===== src/rtl/bba_pkg.sv =====
// Shared types and constants for the buddy block allocator.
package bba_pkg;

    // Fixed field widths
    localparam int REQ_W = 16;
    localparam int ADR_W = 16;
    localparam int ORD_W = 5;
    localparam int HDR_W = 8;
    localparam int STS_W = 2;
    localparam int TOT_W = REQ_W + 1;
    localparam int IDX_W = 2;

    // Configuration register indexes
    localparam logic [IDX_W-1:0] REG_MIN_ORDER   = 2'd0;
    localparam logic [IDX_W-1:0] REG_MAX_ORDER   = 2'd1;
    localparam logic [IDX_W-1:0] REG_HEADER_SIZE = 2'd2;

    // Result status codes
    typedef enum logic [STS_W-1:0] {
        STS_GRANTED   = 2'd0,
        STS_TOO_LARGE = 2'd1,
        STS_NO_BLOCK  = 2'd2
    } status_t;

    // Classified request, passed from front to back through the queue
    typedef struct packed {
        logic             too_large;
        logic [ORD_W-1:0] order;
    } job_t;

    // Effective configuration (orders already saturated)
    typedef struct packed {
        logic [ORD_W-1:0] lo;
        logic [ORD_W-1:0] hi;
        logic [HDR_W-1:0] header;
    } cfg_t;

endpackage


===== src/rtl/bba_front.sv =====
// Front end: takes request words, works out the block order and classifies them.
module bba_front (
    input  logic                      s_valid,
    output logic                      s_ready,
    input  logic [bba_pkg::REQ_W-1:0] s_request_size,
    input  bba_pkg::cfg_t             cfg,
    input  logic                      q_ready,
    output logic                      q_push,
    output bba_pkg::job_t             q_job
);

    logic [bba_pkg::TOT_W-1:0] total;
    logic [bba_pkg::TOT_W-1:0] total_m1;
    logic [bba_pkg::ORD_W-1:0] raw_order;

    assign s_ready = q_ready;
    assign q_push  = s_valid && q_ready;

    // Ceiling log2 of request plus header: one above the top set bit of (total - 1)
    always_comb begin
        total     = bba_pkg::TOT_W'(s_request_size) + bba_pkg::TOT_W'(cfg.header);
        total_m1  = total - bba_pkg::TOT_W'(1);
        raw_order = '0;
        if (total > bba_pkg::TOT_W'(1)) begin
            for (int k = 0; k < bba_pkg::TOT_W; k++) begin
                if (total_m1[k]) begin
                    raw_order = bba_pkg::ORD_W'(k + 1);
                end
            end
        end
    end

    // Raise to the minimum order, otherwise refuse anything above the heap order
    always_comb begin
        q_job.too_large = 1'b0;
        q_job.order     = raw_order;
        priority if (raw_order < cfg.lo) begin
            q_job.order = cfg.lo;
        end else if (raw_order > cfg.hi) begin
            q_job.too_large = 1'b1;
        end
    end

endmodule


===== src/rtl/bba_queue.sv =====
// Two-entry queue of classified requests between front and back.
module bba_queue (
    input  logic          aclk,
    input  logic          aresetn,
    input  logic          push,
    input  bba_pkg::job_t push_job,
    output logic          not_full,
    input  logic          pop,
    output logic          not_empty,
    output bba_pkg::job_t head_job
);

    bba_pkg::job_t mem_reg [2];
    logic          wr_ptr_reg;
    logic          rd_ptr_reg;
    logic [1:0]    count_reg;
    logic [1:0]    count_next;

    assign not_full  = (count_reg != 2'd2);
    assign not_empty = (count_reg != 2'd0);
    assign head_job  = mem_reg[rd_ptr_reg];

    always_comb begin
        count_next = count_reg;
        if (push && !pop) begin
            count_next = count_reg + 2'd1;
        end else if (pop && !push) begin
            count_next = count_reg - 2'd1;
        end
    end

    // Pointers and fill count
    always_ff @(posedge aclk) begin
        if (!aresetn) begin
            wr_ptr_reg <= 1'b0;
            rd_ptr_reg <= 1'b0;
            count_reg  <= 2'd0;
        end else begin
            if (push) begin
                wr_ptr_reg <= ~wr_ptr_reg;
            end
            if (pop) begin
                rd_ptr_reg <= ~rd_ptr_reg;
            end
            count_reg <= count_next;
        end
    end

    // Entry storage
    always_ff @(posedge aclk) begin
        if (push) begin
            mem_reg[wr_ptr_reg] <= push_job;
        end
    end

endmodule


===== src/rtl/bba_back.sv =====
// Back end: searches the free slots, splits the chosen block and registers the result word.
module bba_back #(
    parameter int ADDR_BITS = 16
) (
    input  logic                      aclk,
    input  logic                      aresetn,
    input  bba_pkg::cfg_t             cfg,
    input  logic                      store_clear,
    input  logic                      q_valid,
    input  bba_pkg::job_t             q_job,
    output logic                      q_pop,
    output logic                      m_valid,
    input  logic                      m_ready,
    output logic [bba_pkg::STS_W-1:0] m_status,
    output logic [bba_pkg::ADR_W-1:0] m_address,
    output logic [bba_pkg::ORD_W-1:0] m_block_order
);

    localparam int SLOTS  = ADDR_BITS + 1;
    localparam int SLOT_W = $clog2(SLOTS);

    typedef enum logic {
        ST_SEARCH,
        ST_COMMIT
    } state_t;

    state_t                    state_reg;
    bba_pkg::job_t             job_reg;
    logic                      hit_reg;
    logic                      hit_next;
    logic [SLOT_W-1:0]         found_reg;
    logic [SLOT_W-1:0]         found_next;
    logic [SLOTS-1:0]          present_reg;
    logic [SLOTS-1:0]          present_next;
    logic [ADDR_BITS-1:0]      offset_reg [SLOTS];
    logic [SLOTS-1:0]          cand;
    logic [SLOTS-1:0]          split;
    logic [ADDR_BITS-1:0]      base;
    logic [ADDR_BITS-1:0]      addr_sum;
    logic                      out_free;
    logic                      grant;
    logic                      m_valid_reg;
    bba_pkg::status_t          m_status_reg;
    logic [bba_pkg::ADR_W-1:0] m_address_reg;
    logic [bba_pkg::ORD_W-1:0] m_order_reg;

    assign m_valid       = m_valid_reg;
    assign m_status      = m_status_reg;
    assign m_address     = m_address_reg;
    assign m_block_order = m_order_reg;

    assign q_pop    = (state_reg == ST_SEARCH) && q_valid;
    assign out_free = !m_valid_reg || m_ready;

    // Smallest present slot in [order, hi] for the request at the queue head
    always_comb begin
        for (int k = 0; k < SLOTS; k++) begin
            cand[k] = present_reg[k] && (k >= int'(q_job.order)) && (k <= int'(cfg.hi));
        end
        hit_next   = |cand;
        found_next = '0;
        for (int k = SLOTS - 1; k >= 0; k--) begin
            if (cand[k]) begin
                found_next = SLOT_W'(k);
            end
        end
    end

    // Split: every level from the wanted order up to below the found one gets its upper half
    always_comb begin
        base     = offset_reg[found_reg];
        addr_sum = base + ADDR_BITS'(cfg.header);
        grant    = !job_reg.too_large && hit_reg;
        for (int k = 0; k < SLOTS; k++) begin
            split[k] = (k >= int'(job_reg.order)) && (k < int'(found_reg));
        end
        present_next = present_reg | split;
        present_next[found_reg] = 1'b0;
    end

    // Sequencer, store and result register
    always_ff @(posedge aclk) begin
        if (!aresetn) begin
            state_reg   <= ST_SEARCH;
            m_valid_reg <= 1'b0;
            present_reg <= '0;
        end else begin
            if (m_ready) begin
                m_valid_reg <= 1'b0;
            end
            if (store_clear) begin
                present_reg <= SLOTS'(1) << cfg.hi;
                for (int k = 0; k < SLOTS; k++) begin
                    offset_reg[k] <= '0;
                end
            end
            unique case (state_reg)
                ST_SEARCH: begin
                    if (q_valid) begin
                        job_reg   <= q_job;
                        hit_reg   <= hit_next;
                        found_reg <= found_next;
                        state_reg <= ST_COMMIT;
                    end
                end
                ST_COMMIT: begin
                    if (out_free) begin
                        m_valid_reg   <= 1'b1;
                        m_order_reg   <= job_reg.order;
                        m_address_reg <= '0;
                        if (job_reg.too_large) begin
                            m_status_reg <= bba_pkg::STS_TOO_LARGE;
                        end else if (!hit_reg) begin
                            m_status_reg <= bba_pkg::STS_NO_BLOCK;
                        end else begin
                            m_status_reg  <= bba_pkg::STS_GRANTED;
                            m_address_reg <= bba_pkg::ADR_W'(addr_sum);
                        end
                        if (grant) begin
                            present_reg <= present_next;
                            for (int k = 0; k < SLOTS; k++) begin
                                if (split[k]) begin
                                    offset_reg[k] <= base | (ADDR_BITS'(1) << k);
                                end
                            end
                        end
                        state_reg <= ST_SEARCH;
                    end
                end
                default: begin
                    state_reg <= ST_SEARCH;
                end
            endcase
        end
    end

endmodule


===== src/rtl/buddy_block_allocator.sv =====
// Buddy block allocator: request words are widened by the header size, rounded up to a
// power-of-two order, clamped to the minimum order and refused above the heap order; a granted
// request takes the smallest free block of that order or larger, splits it down and returns
// its offset plus the header. The front end classifies one request word per cycle, while the
// two-entry queue has room; the back end searches the free slots for one request, then splits
// the block and registers the result once the output is free, and only then takes the next
// request. Results come out in request order through a registered output that holds a word
// while the next request is being searched. After reset and after every write to one of the
// three configuration registers the free store is rebuilt to a single free block at offset 0.
module buddy_block_allocator #(
    parameter int ADDR_BITS = 16
) (
    input  logic                      aclk,
    input  logic                      aresetn,
    input  logic                      cfg_wr_en,
    input  logic [bba_pkg::IDX_W-1:0] cfg_index,
    input  logic [bba_pkg::HDR_W-1:0] cfg_wdata,
    input  logic                      s_valid,
    output logic                      s_ready,
    input  logic [bba_pkg::REQ_W-1:0] s_request_size,
    output logic                      m_valid,
    input  logic                      m_ready,
    output logic [bba_pkg::STS_W-1:0] m_status,
    output logic [bba_pkg::ADR_W-1:0] m_address,
    output logic [bba_pkg::ORD_W-1:0] m_block_order
);

    logic [bba_pkg::ORD_W-1:0] min_order_reg;
    logic [bba_pkg::ORD_W-1:0] max_order_reg;
    logic [bba_pkg::HDR_W-1:0] header_size_reg;
    logic                      store_clear_reg;
    logic                      store_clear_next;
    bba_pkg::cfg_t             cfg;
    logic                      q_push;
    logic                      q_not_full;
    logic                      q_pop;
    logic                      q_not_empty;
    bba_pkg::job_t             push_job;
    bba_pkg::job_t             head_job;

    // Effective orders saturate at the address width
    always_comb begin
        cfg.lo     = (int'(min_order_reg) > ADDR_BITS) ? bba_pkg::ORD_W'(ADDR_BITS)
                                                       : min_order_reg;
        cfg.hi     = (int'(max_order_reg) > ADDR_BITS) ? bba_pkg::ORD_W'(ADDR_BITS)
                                                       : max_order_reg;
        cfg.header = header_size_reg;
    end

    always_comb begin
        store_clear_next = 1'b0;
        if (cfg_wr_en) begin
            unique case (cfg_index)
                bba_pkg::REG_MIN_ORDER,
                bba_pkg::REG_MAX_ORDER,
                bba_pkg::REG_HEADER_SIZE: store_clear_next = 1'b1;
                default:                  store_clear_next = 1'b0;
            endcase
        end
    end

    // Configuration registers; a valid write also rebuilds the free store
    always_ff @(posedge aclk) begin
        if (!aresetn) begin
            min_order_reg   <= bba_pkg::ORD_W'(4);
            max_order_reg   <= bba_pkg::ORD_W'(16);
            header_size_reg <= bba_pkg::HDR_W'(8);
            store_clear_reg <= 1'b1;
        end else begin
            store_clear_reg <= store_clear_next;
            if (cfg_wr_en) begin
                unique case (cfg_index)
                    bba_pkg::REG_MIN_ORDER:   min_order_reg   <= cfg_wdata[bba_pkg::ORD_W-1:0];
                    bba_pkg::REG_MAX_ORDER:   max_order_reg   <= cfg_wdata[bba_pkg::ORD_W-1:0];
                    bba_pkg::REG_HEADER_SIZE: header_size_reg <= cfg_wdata;
                    default: ;
                endcase
            end
        end
    end

    bba_front u_front (
        .s_valid        (s_valid),
        .s_ready        (s_ready),
        .s_request_size (s_request_size),
        .cfg            (cfg),
        .q_ready        (q_not_full),
        .q_push         (q_push),
        .q_job          (push_job)
    );

    bba_queue u_queue (
        .aclk      (aclk),
        .aresetn   (aresetn),
        .push      (q_push),
        .push_job  (push_job),
        .not_full  (q_not_full),
        .pop       (q_pop),
        .not_empty (q_not_empty),
        .head_job  (head_job)
    );

    bba_back #(
        .ADDR_BITS (ADDR_BITS)
    ) u_back (
        .aclk          (aclk),
        .aresetn       (aresetn),
        .cfg           (cfg),
        .store_clear   (store_clear_reg),
        .q_valid       (q_not_empty),
        .q_job         (head_job),
        .q_pop         (q_pop),
        .m_valid       (m_valid),
        .m_ready       (m_ready),
        .m_status      (m_status),
        .m_address     (m_address),
        .m_block_order (m_block_order)
    );

endmodule


===== config.mk =====
export PLATFORM = sky130hd
export DESIGN_NAME = buddy_block_allocator
export DESIGN_NICKNAME = d
export VERILOG_FILES = /design/src/rtl/bba_pkg.sv /design/src/rtl/bba_front.sv /design/src/rtl/bba_queue.sv /design/src/rtl/bba_back.sv /design/src/rtl/buddy_block_allocator.sv
export SDC_FILE = /design/constraint.sdc
export NUM_CORES = 1
export LEC_CHECK = 0
export BUFFER_PORTS_ARGS = -buffer_cell sky130_fd_sc_hd__buf_2
export CAP_MARGIN = 20
export CORE_MARGIN = 2
export CORE_UTILIZATION = 45
export DETAILED_ROUTE_END_ITERATION = 8
export PLACE_DENSITY_LB_ADDON = 0.1
export SLEW_MARGIN = 15
export SYNTH_ARGS = -nofsm -noshare
export SYNTH_HDL_FRONTEND = slang
export SYNTH_HIERARCHICAL = 1
export SYNTH_SLANG_ARGS = --single-unit
export TNS_END_PERCENT = 50

===== constraint.sdc =====
create_clock -name aclk -period 4.55 [get_ports aclk]
set_clock_uncertainty 0.05 [all_clocks]
set_input_delay 0 -clock aclk [delete_from_list [all_inputs] [get_ports aclk]]
set_output_delay 0 -clock aclk [all_outputs]
set_load 0.02 [all_outputs]

==> results of run 1 <==
==> per-layer routing <==
| metal | GRT usage | part of all wire | vias to the layer above |
|---|---|---|---|
| li1 | - | - | 6492 |
| met1 | 0.3274 | 0.43 | 6937 |
| met2 | 0.4253 | 0.49 | 428 |
| met3 | 0.03516 | 0.051 | 74 |
| met4 | 0.06702 | 0.023 | 0 |
| met5 | 0 | 0 | - |
==> layout make-up <==
cell class / instances / share of cell area
inverters: 42 / 0.007000
repair buffers: 237 / 0.07711
multi-input cells: 1162 / 0.3696
clock buffers: 56 / 0.05077
well taps: 539 / 0.02994
flip-flops and latches: 362 / 0.4566
clock inverters: 19 / 0.008944
==> power by group <==
group          internal [mW]  switching [mW]  total (mW)
clock                   1.95            1.38        3.32
combinational          0.988            1.67        2.66
sequential              3.86           0.153        4.02
==> through the flow <==
step | hold WS [ns] | area [um2]
after floorplan | 0.05991 | 19320
after global placement | 0.2592 | 20760
after detailed placement | 0.2657 | 20760
after CTS | 0.2302 | 22330
after global routing | 0.2822 | 22520
final | 0.2718 | 22520
==> logic make-up (layout without fill, tap and decap cells) <==
| logic type | Yosys count | after routing |
|---|---|---|
| simple gates | 713 | 713 |
| flops | 362 | 362 |
| compound gates | 271 | 271 |
| buf+inv | 157 | 354 |
| mux | 120 | 120 |
| fa+ha+maj | 31 | 31 |
| xor+xnor | 27 | 27 |
==> path summary, 6_finish.rpt <==
path / slack [ns] / endpoint / start
min reg2reg: 0.39 / u_back/offset_reg[0][0] / u_back/offset_reg[0][0]
max: -0.23 / u_queue/mem_reg[1][1] / header_size_reg[0]
max reg2reg: -0.23 / u_queue/mem_reg[1][1] / header_size_reg[0]
min: 0.27 / header_size_reg[7] / cfg_wdata[7]
==> critical path, stage by stage (launching register included) <==
cell and delay (ns):
dfxtp_2 0.33, ha_4 0.16, fa_2 0.38, a21oi_4 0.24, nor3_1 0.10, or3_4 0.44
a2111oi_4 0.32, a21oi_1 0.11, o211ai_1 0.28, and3_1 0.25, a21oi_2 0.07, ha_1 0.30
a21o_1 0.16, a21o_1 0.16, a21oi_2 0.14, nand2_1 0.08, or3b_1 0.37, o21a_4 0.25
mux2_4 0.31
==> timing repair <==
item                                    CTS  global route
pin swaps                                17            10
hold endpoints to repair                 22             0
buffers inserted                          3             4
endpoints found under the setup margin   12            14
resized for setup                         8            29
hold buffers                             18             0
==> cells in the final DEF (no fill, tap or decap), drive strengths merged, types with 18 or more instances in the layout <==
cell type    synthesis  layout
dlygate4sd3          0      18
clkbuf              60      56
and3                26      26
mux2i               46      46
ha                  29      29
a21oi               60      60
buf                 55     219
nand3               41      41
dfxtp               59      59
o21ai               48      48
nor3                32      32
nor2               334     334
nor2b               27      27
mux4                52      52
xnor2               20      20
mux2                22      22
inv                 42      44
nand2              158     158
edfxtp             303     303
==> key figures, run 1 <==
Worst setup path
  • R2R depth: 18
  • Startpoint type of the worst setup path: register
  • CP Max Fanout: 7
  • Crit path capture type: register
  • Critical path type: reg2reg
  • Worst Path Arrival: 5.04 ns
  • Worst Path Required: 4.81 ns

Logic synthesis
  • Largest family of logic cells by synthesized area: simple AND/OR/NAND/NOR gates
  • Post-synthesis xor/xnor area fraction: 0.01273
  • Area share of the largest cell type after synthesis: 0.4746
  • Mux share of post-synthesis cell area: 0.1019
  • Simple-gate portion of the synthesized area: 0.1718
  • FF+latch count, synth: 362
  • Post-Synthesis Cells: 1681
  • Async SR Flop Fraction: 0
  • Mapped Nets: 1743
  • Synth warn: 6
  • Syn_area_per_cell: 11.41 um2
  • Count leader, synth: nor2_1
  • Largest cells by area after synthesis: edfxtp_1 (47%), nor2_1 (6.4%), dfxtp_1 (6.2%), mux4_2 (4.2%), nand2_1 (3.1%)
  • Mapped cell area: 19170 um2
  • Area leader, netlist: edfxtp_1
  • Compound-Gate Fraction of Synth Area: 0.1092
  • Distinct cells, synth: 110
  • Number of synthesized flops with an enable pin: 303
  • Synth Area in Adders: 0.02101
  • Top FF cell, synth: edfxtp_1
  • Post-synth top cells: nor2_1 (329), edfxtp_1 (303), nand2_1 (158)
  • Seq/Total Area, Yosys: 0.5362

Timing
  • Min cycle time layout: 4.780 ns
  • Setup violations, final: 12
  • Setup TNS: -2.065 ns
  • RSZ-0062 raised after global routing: yes
  • FMAX: 209.2 MHz
  • Rel. slew slack: 0.3397
  • Final count of pins violating max slew: 0
  • Worst Max-Slew Pin Slew: 0.9881 ns
  • Worst setup margin: -0.2304 ns
  • Final Hold Violating Endpoints: 0
  • Post-route clock period utilization: 1.051

Global routing
  • Grt ovf: 0
  • Total GRT Usage: 0.2468
  • Global-route wire length before repair: 82680 um
  • Largest net degree at the start of global routing: 52
  • Vias in the first global route: 13990
  • Initial antenna violation count: 0

Cells and area
  • Post-route insts no fill: 2417
  • Register area: 10280 um2
  • Area Overhead vs Synth: 17.48%
  • Max reg flops: 272
  • Number of antenna diodes: 0
  • Fill count: 3748
  • Ratio of cells with drive above 1 in the final layout: 0.2338
  • Final design utilization: 0.5357
  • Nets: 1908
  • Multi-input gate area: 8325 um2

Clock tree
  • Clk pin slew, worst setup/hold paths: 0.06 ns
  • # clock sinks: 362
  • Clk Latency, worst-skew pair: 0.56 ns
  • TritonCTS clock tree: yes
  • Total CTS buffers: 41
  • H-Tree Depth: 2
  • Clock Path Buffers: 3
  • CTS Root Cell: clkbuf_16

Floorplanning
  • Num ports: 56
  • Die Width: 210.4 um
  • Num rows: 75
  • Initial core utilization: 0.4560
  • Die H: 210.4 um
  • Total die area: 44270 um2
  • Core Box Area: 42040 um2

Power and ir drop
  • Worst vdd ir: 0.0003534 V
  • Pwr Density: 444.0 nW/um2
  • Power Total: 10.00 mW
  • Leakage: 8.673 nW

Status
  • Outcome: finished, violations left
  • Failing checks: negative setup slack

Detailed routing
  • Routed len/inst: 22.44 um
  • Detailed Routing Iterations Pass 1: 5
  • Remaining routing DRC violations: 0
  • DR vias: 13930
  • Final ANT Viol Nets: 0
  • Vias/cell: 5.764
  • Iteration-0 DRC Markers: 1182
  • Routed WL: 54240 um

Min path
  • Hold Path Cell Cnt: 4
  • Worst min path class: in2reg

Placement
  • DP Worst Slack: -0.4439 ns
  • Placed insts: 2317
  • Global placement routability congestion: 0.8628
  • Port Buffers: 55
  • Post-detail-place hpwl: 37250 um

Job
  • Max-Cap Viols: 0
(Power assumes the default switching activity.)
==> run 2: changes to the inputs <==
SETUP_SLACK_MARGIN = 0.05   (was not set)
==> key figures, run 2 (synthesized netlist as in run 1, its figures left out) <==
Placement
  • DP Worst Slack: -0.4439 ns (unchanged)
  • Post-Place Cell Area: 20760 um2 (unchanged)
  • Post-detail-place hpwl: 37250 um (unchanged)
  • Port Buffers: 55 (unchanged)
  • Global placement routability congestion: 0.8628 (unchanged)

Worst setup path
  • Worst Path Required: 4.81 ns (about the same)
  • Crit path capture type: register (unchanged)
  • R2R depth: 18 (unchanged)
  • Worst path slowest cell: or3_4 (unchanged)
  • Startpoint type of the worst setup path: register (unchanged)
  • Worst path cell trace: ha_4 -> fa_2 -> a21oi_4 -> nor3_1 -> or3_4 -> a2111oi_4 -> a21oi_1 -> o211ai_1 -> and3_1 -> a21oi_2 -> ha_1 -> a21o_1 -> a21o_1 -> a21oi_2 -> nand2_1 -> or3b_1 -> o21a_4 -> mux2_4 (unchanged)
  • Critical path type: reg2reg (unchanged)
  • Slowest cell delay on critical path: 0.44 ns (about the same)
  • Worst Path Arrival: 5.04 ns (about the same)
  • CP Max Fanout: 7 (unchanged)

Clock tree
  • Clk Latency, worst-skew pair: 0.56 ns (about the same)
  • Clk pin slew, worst setup/hold paths: 0.06 ns (about the same)
  • Clock Path Buffers: 3 (unchanged)
  • Total CTS buffers: 41 (unchanged)
  • TritonCTS clock tree: yes (unchanged)
  • # clock sinks: 362 (unchanged)
  • CTS Root Cell: clkbuf_16 (unchanged)
  • H-Tree Depth: 2 (unchanged)

Floorplanning
  • Core Box Area: 42040 um2 (unchanged)
  • Total die area: 44270 um2 (unchanged)
  • Num ports: 56 (unchanged)
  • Num rows: 75 (unchanged)
  • Initial core utilization: 0.4560 (unchanged)
  • Die H: 210.4 um (unchanged)
  • Die Width: 210.4 um (unchanged)

Status
  • Failing checks: negative setup slack (unchanged)
  • Outcome: finished, violations left (unchanged)

Global routing
  • Total GRT Usage: 0.2468 (unchanged)
  • Largest net degree at the start of global routing: 52 (unchanged)
  • Initial antenna violation count: 0 (unchanged)
  • Global-route wire length before repair: 82680 um (unchanged)
  • Vias in the first global route: 13990 (unchanged)
  • Grt ovf: 0 (unchanged)

Timing
  • FMAX: 209.2 MHz (about the same)
  • Worst Max-Slew Pin Slew: 0.9886 ns (was 0.9881 ns)
  • Hold WS: 0.2724 ns (was 0.2718 ns)
  • RSZ-0062 raised after global routing: yes (unchanged)
  • Final count of pins violating max slew: 0 (unchanged)
  • Post-route clock period utilization: 1.051 (about the same)
  • Setup violations, final: 12 (unchanged)
  • Worst setup margin: -0.2303 ns (was -0.2304 ns)
  • Min cycle time layout: 4.780 ns (about the same)
  • Final Hold Violating Endpoints: 0 (unchanged)
  • Rel. slew slack: 0.3393 (was 0.3397)

Detailed routing
  • Final ANT Viol Nets: 0 (unchanged)
  • Remaining routing DRC violations: 0 (unchanged)
  • DR vias: 13910 (was 13930)
  • Detailed Routing Iterations Pass 1: 5 (unchanged)
  • Routed len/inst: 22.44 um (about the same)
  • Iteration-0 DRC Markers: 1182 (unchanged)
  • Vias/cell: 5.755 (was 5.764)
  • Routed WL: 54240 um (about the same)

Cells and area
  • Ratio of cells with drive above 1 in the final layout: 0.2338 (unchanged)
  • Final Instance Area: 22520 um2 (unchanged)
  • Area Overhead vs Synth: 17.48% (unchanged)
  • Nets: 1908 (unchanged)
  • Leading cell type in the layout, fill and taps excluded: nor2_1 (unchanged)
  • Most frequent cells in the layout: nor2_1 (327), edfxtp_1 (303), buf_4 (160) (unchanged)
  • Number of antenna diodes: 0 (unchanged)
  • Max reg flops: 272 (unchanged)

Power and ir drop
  • Pwr Density: 444.1 nW/um2 (was 444.0 nW/um2)
  • Leakage: 8.673 nW (about the same)
  • Worst vdd ir: 0.0003534 V (about the same)

Min path
  • Worst min path class: in2reg (unchanged)
  • Hold Path Cell Cnt: 4 (unchanged)

Job
  • Max-Cap Viols: 0 (unchanged)
==> run 2: changes by cell type in the layout (fill, tap and decap cells not counted) <==
cell,delta
a21boi_0,-1
a21boi_1,+1
==> run 2: area by class of cell <==
| type | count | area, um2 |
|---|---|---|
| clock buffer | 56 | 1144 |
| clock inverter | 19 | 201.4 |
| fill | 3748 | 19520 |
| inverter | 42 | 157.7 |
| multi-input combinational | 1162 | 8325 |
| sequential | 362 | 10280 |
| tap | 539 | 674.4 |
| timing repair buffer | 237 | 1737 |
==> run 2: final timing paths <==
kind | start | end | slack (ns)
max | header_size_reg[0] | u_queue/mem_reg[1][1] | -0.23
min | cfg_wdata[7] | header_size_reg[7] | 0.27
max reg2reg | header_size_reg[0] | u_queue/mem_reg[1][1] | -0.23
min reg2reg | u_back/offset_reg[0][0] | u_back/offset_reg[0][0] | 0.39
==> run 2: through the flow <==
| step | utilization | setup TNS (ns) | power (mW) | instances |
|---|---|---|---|---|
| 2_1_floorplan | - | -1.150 | 5.868 | 1681 |
| 3_3_place_gp | 0.4938 | -4.244 | 6.681 | 2317 |
| 3_5_place_dp | 0.4938 | -4.681 | 6.705 | 2317 |
| 4_1_cts | 0.5312 | -2.848 | 10.05 | 2413 |
| 5_1_grt | 0.5357 | -4.075 | 10.41 | 2417 |
| 6_report | 0.5357 | -2.064 | 10.00 | 2417 |
==> run 2: timing repair <==
action	CTS	global route
resized for setup	8	30
buffers inserted	3	4
setup endpoints to repair	12	15
pin swaps	17	10
hold endpoints to repair	22	0
hold buffers	18	0
gates cloned	0	0
==> run 2: worst max-delay path, delay by kind of cell (launching register included) <==
family          cells  cell delay, ns
simple gates        5            1.24
fa+ha+maj           3            0.84
flops               1            0.33
mux                 1            0.31
compound gates      9            1.73
==> run 2: report_power, final <==
part           switching (mW)  internal [mW]
Sequential              0.153           3.86
Clock                    1.38           1.95
Combinational            1.67          0.989
Total                    3.20           6.80
==> run 2: per-layer routing <==
layer / track usage / part of all wire / vias to the layer above
met5: 0 / 0 / -
met2: 0.4253 / 0.49 / 424
li1: - / - / 6492
met3: 0.03516 / 0.051 / 74
met4: 0.06702 / 0.023 / 0
met1: 0.3274 / 0.43 / 6921
